**config.mk**
```make
export PLATFORM = sky130hd
export DESIGN_NAME = plc_axis_cell
export DESIGN_NICKNAME = d
export VERILOG_FILES = /design/src/design/power_cell_locate_unit_defines.svh /design/src/design/plc_pkg.sv /design/src/design/plc_axis_cell.sv
export SDC_FILE = /design/constraint.sdc
export NUM_CORES = 1
export LEC_CHECK = 0
export ABC_CLOCK_PERIOD_IN_PS = 13900
export BUFFER_PORTS_ARGS = -buffer_cell sky130_fd_sc_hd__buf_2
export CAP_MARGIN = 20
export CORE_ASPECT_RATIO = 0.6
export CORE_UTILIZATION = 51
export CTS_BUF_LIST = sky130_fd_sc_hd__clkbuf_8
export DETAILED_ROUTE_END_ITERATION = 6
export GPL_ROUTABILITY_DRIVEN = 0
export HOLD_SLACK_MARGIN = 0.15
export PLACE_DENSITY = 0.73
export REMOVE_ABC_BUFFERS = 1
export SLEW_MARGIN = 20
export SYNTH_ARGS = -nofsm -noshare
export SYNTH_HDL_FRONTEND = slang
export SYNTH_SLANG_ARGS = --single-unit
```
**constraint.sdc**
```tcl
create_clock -name clk -period 13.9 [get_ports clk]
set_input_delay 2.085 -clock clk [delete_from_list [all_inputs] [get_ports clk]]
set_output_delay 2.085 -clock clk [all_outputs]
set_load 0.005 [all_outputs]
```
**src/design/power_cell_locate_unit_defines.svh**
```systemverilog
// ---------------------------------------------------------------------------
// Power cell locate unit: assertion macros
// Shared concurrent-assertion wrappers, clocked on clk with async reset.
// ---------------------------------------------------------------------------
`ifndef POWER_CELL_LOCATE_UNIT_DEFINES_SVH
`define POWER_CELL_LOCATE_UNIT_DEFINES_SVH

// Same-cycle implication.
`define PLC_ASSERT_NOW(lbl, ck, rst_n, ante, cons) \
	lbl: assert property (@(posedge ck) disable iff (!rst_n) (ante) |-> (cons)) \
	else $error("plc: same-cycle check failed");

// Next-cycle implication.
`define PLC_ASSERT_NEXT(lbl, ck, rst_n, ante, cons) \
	lbl: assert property (@(posedge ck) disable iff (!rst_n) (ante) |=> (cons)) \
	else $error("plc: next-cycle check failed");

`endif

```
**src/design/plc_pkg.sv**
```systemverilog
// ---------------------------------------------------------------------------
// plc_pkg
// Widths, codes and bus structs for the power cell locate unit.
// ---------------------------------------------------------------------------
`timescale 1ns / 1ps

package plc_pkg;

	localparam int MAX_SITES  = 64;
	localparam int MAX_PLANES = 16;
	localparam int COORD_W    = 16;
	localparam int SCALAR_W   = 41;
	localparam int POWER_W    = 42;
	localparam int SUM_W      = 44;   // 3 * 2^32 + 2^40 fits with margin
	localparam int PROD_W     = 2 * (COORD_W + 1) + 1;
	localparam int SITE_AW    = $clog2(MAX_SITES);
	localparam int PLANE_AW   = $clog2(MAX_PLANES);
	localparam int SLOT_W     = 6;
	localparam int TAG_W      = 16;
	localparam int CNT_W      = SITE_AW + 1;

	localparam logic [1:0] MODE_WR_SITE  = 2'd0;
	localparam logic [1:0] MODE_WR_PLANE = 2'd1;
	localparam logic [1:0] MODE_LOCATE   = 2'd2;
	localparam logic [1:0] MODE_LIST     = 2'd3;

	localparam logic [1:0] CFG_SITE_COUNT  = 2'd0;
	localparam logic [1:0] CFG_PLANE_COUNT = 2'd1;

	typedef struct packed {
		logic                       site_we;
		logic                       plane_we;
		logic [SLOT_W-1:0]          slot;
		logic signed [COORD_W-1:0]  x;
		logic signed [COORD_W-1:0]  y;
		logic signed [COORD_W-1:0]  z;
		logic signed [SCALAR_W-1:0] scalar;
		logic [TAG_W-1:0]           tag;
	} tbl_wr_t;

	typedef struct packed {
		logic                rd_en;
		logic [SITE_AW-1:0]  site_addr;
		logic [PLANE_AW-1:0] plane_addr;
	} tbl_rd_t;

endpackage

```
**src/design/plc_axis_cell.sv**
```systemverilog
// ---------------------------------------------------------------------------
// plc_axis_cell
// One axis of the running sum: squared difference or product, then add.
// ---------------------------------------------------------------------------
`timescale 1ns / 1ps

module plc_axis_cell (
	input  logic                               clk,
	input  logic                               en,
	input  logic                               sq,      // 1: (a-b)^2, 0: a*b
	input  logic signed [plc_pkg::COORD_W-1:0] a,
	input  logic signed [plc_pkg::COORD_W-1:0] b,
	input  logic signed [plc_pkg::SUM_W-1:0]   sum_in,
	output logic signed [plc_pkg::SUM_W-1:0]   sum_out
);

	logic signed [plc_pkg::COORD_W:0]   diff;
	logic signed [plc_pkg::COORD_W:0]   m_a;
	logic signed [plc_pkg::COORD_W:0]   m_b;
	logic signed [plc_pkg::PROD_W-1:0]  prod_q;

	assign diff = {a[plc_pkg::COORD_W-1], a} - {b[plc_pkg::COORD_W-1], b};
	assign m_a  = sq ? diff : {a[plc_pkg::COORD_W-1], a};
	assign m_b  = sq ? diff : {b[plc_pkg::COORD_W-1], b};

	always_ff @(posedge clk) begin
		if (en) begin
			prod_q  <= plc_pkg::PROD_W'(m_a * m_b);
			sum_out <= sum_in + plc_pkg::SUM_W'(prod_q);
		end
	end

endmodule

```
==> summary.md <==
| Metric | Value |
|---|---|
| Via density | 5.649 |
| Routed vias | 12960 |
| Global-route wire length before repair | 68.19 mm |
| CTS sink cnt | 78 |
| IO Port Bufs | 122 |
| Post-synthesis cell type with the largest combined area | fa_1 |
| Row count | 50 |
| Ys async rst share | 0% |
| Max Cap Viol | 0 |
| CP max stage cell | mux2i_1 |
| Relative slew slack | 17.81% |
| Vias in the first global route | 13460 |
| Clock skew | 12.19 ps |
| Initial antenna violation count | 0 |
| Core Footprint | 0.03147 mm2 |
| Routed wire per std cell | 18.01 um |
| Utilization after layout | 56.53% |
| Fin Hold WS | 570.0 ps |
| Largest net degree at the start of global routing | 79 |
| Post-synthesis sequential area ratio | 14.22% |
| Final Hold Vio Count | 0 |
| Final wirelength | 41.33 mm |
| Min Tclk post-route | 10620 ps |
| Crit end category | flip-flop |
| Critical Path AT | 10740 ps |
| Drt first pass iters | 7 |
| Root Driver | clkbuf_8 |
| Fmax | 0.09413 GHz |
| Initial core utilization | 52.33% |
| Setup repair bufs after CTS | 0 |
| Commonest non-fill, non-tap cell in the layout | inv_1 |
| Failing checks | DRC |
| Fill count | 2756 |
| Die Wd | 234.0 um |
| Worst Path Max Fanout | 7 |
| Cts hold-fix bufs | 0 |
| Register area | 0.002342 mm2 |
| Synth-to-Final Area Change | 8.015% |
| Setup violators final | 0 |
| Initial DRC Count | 1280 |
| RSZ-0062 raised after global routing | no |
| Worst hold path class | reg -> reg |
| GRT overflow | 0 |
| CP max stage delay | 860 ps |
| Critical path required time | 14020 ps |
| H-tree Lvls | 3 |
| ANT cells | 0 |
| Final worst-path cycle share | 76.43% |
| Drt drc | 4 |
| Final HPWL DP | 34.75 mm |
| Cts repair resizes | 0 |
| Share of cells above drive strength 1 | 10.38% |
| #FFs+latches synth | 78 |
| Yosys warns | 0 |
| Cells after DPL | 2279 |
| Worst slew pin tran | 1225 ps |
| Post-route ant nets | 0 |
| Synth top area cells | fa_1 (36%), edfxtp_1 (14%), ha_1 (11%) |
| Die Y-Extent | 141.2 um |
| Die area | 0.03304 mm2 |
| CTS tree | done |
| Synth Cell Area | 0.01647 mm2 |
| Avg Inst Size Synth | 9.341 um2 |
| Crit path top cell by count | fa_1 |
| Commonest cells after routing, fill and taps aside | inv_1 (339), fa_1 (298), nor2_1 (181), nand2_1 (161), ha_1 (144) |
| Clock buffer depth | 2 |
| Area of the multi-input gates | 0.01270 mm2 |
| CP startpoint kind | input pin |
| Worst skew pair latency | 380 ps |
| Slew Viols, Final | 0 |
| Number of synthesized flops with an enable pin | 78 |
| Final TNS setup | 0 ps |
| Total CTS buffers | 9 |
| Clk slew on worst S/H paths | 100 ps |
| All-Layer GR Usage | 26.70% |
| Crit path kind | in -> reg |
| Cell variety after synth | 71 |
| Prevailing post-synth register cell | edfxtp_1 |
| Post-Synthesis Cells | 1763 |
| Synth top area share | 36.23% |
| Final non-filler cell total | 2295 |
| Status | complete, but fails checks |
| Final nets | 2395 |
| I/O pin count | 123 |
==> worst paths after layout <==
| kind | startpoint | to | slack (ps) | cells after the start |
|---|---|---|---|---|
| setup / recovery | a[0] | prod_q[33] | 3280 | 33 |
| hold / removal | prod_q[0] | sum_out[0] | 570 | 1 |
| setup reg to reg | prod_q[12] | sum_out[41] | 10650 | 10 |
| hold reg to reg | prod_q[0] | sum_out[0] | 570 | 1 |
==> final cells by class <==
| cell class | count | area share [%] |
|---|---|---|
| clock buffer | 9 | 0.6964 |
| multi-input combinational | 1303 | 71.37 |
| inverter | 339 | 7.153 |
| clock inverter | 7 | 0.3517 |
| sequential | 78 | 13.17 |
| timing repair buffer | 143 | 4.333 |
| tap | 416 | 2.926 |
==> metal layers <==
| layer | vias up | routed length, um | GRT usage [%] |
|---|---|---|---|
| li1 | 5900 | - | - |
| met1 | 6452 | 17630 | 37.09 |
| met2 | 531 | 18730 | 42.01 |
| met3 | 81 | 4116 | 7.059 |
| met4 | 0 | 854 | 5.605 |
| met5 | - | 0 | 0 |
==> per-stage QoR <==
stage / setup slack, ps / cell area [um2]
floorplan: 4457 / 16300
global placement: 3300 / 17590
detailed placement: 3101 / 17590
CTS: 3487 / 17780
global route: 2774 / 17790
finish: 3276 / 17790
==> registers in the layout, indices dropped and copies added (netlist names) <==
name and count:
prod_q 34, sum_out 44
==> critical path: cells and delay by family <==
family | cells | cell delay (ps)
adder cells (fa/ha/maj) | 9 | 3990
AO/OA/AOI/OAI | 10 | 2320
buffers and inverters | 6 | 330
XOR/XNOR | 1 | 130
multiplexers | 1 | 860
AND/OR/NAND/NOR | 6 | 1050
==> cell usage after synthesis, types with 3 or more instances <==
| master | n |
|---|---|
| o211ai_1 | 10 |
| o21bai_1 | 9 |
| nand2_1 | 161 |
| a31oi_1 | 14 |
| o21ai_1 | 8 |
| o22ai_1 | 6 |
| nand4_1 | 14 |
| and2_1 | 12 |
| xor2_1 | 18 |
| ha_1 | 144 |
| nand2b_1 | 14 |
| and3_1 | 13 |
| a21boi_0 | 8 |
| nor2_1 | 181 |
| a21o_1 | 60 |
| a21boi_1 | 3 |
| o21a_1 | 7 |
| buf_2 | 7 |
| or2_2 | 5 |
| mux2_2 | 8 |
| inv_1 | 339 |
| nand3b_1 | 5 |
| nand3_1 | 21 |
| xnor2_1 | 60 |
| nor2b_1 | 11 |
| nor3_1 | 17 |
| clkbuf_1 | 32 |
| o21ai_0 | 44 |
| fa_1 | 298 |
| mux2i_1 | 10 |
| a21oi_1 | 89 |
| edfxtp_1 | 78 |
| o311a_1 | 3 |
| and4_1 | 3 |
==> kinds of logic (layout without fill, tap and decap cells) <==
kind of cell	Yosys count	count (layout)	synth area share (%)
muxes	18	18	1.155
DFF	78	78	14.22
xor gates and xnor gates	78	78	4.148
and+or+nand+nor	466	466	12.38
buffers and inverters	382	498	8.775
AOI/OAI and AO/OA	299	299	12.15
adders and majority gates	442	442	47.17
Power is left out: the tool's default activity adds up to more than one toggle a clock period on the data nets, which glitch-free logic cannot reach.
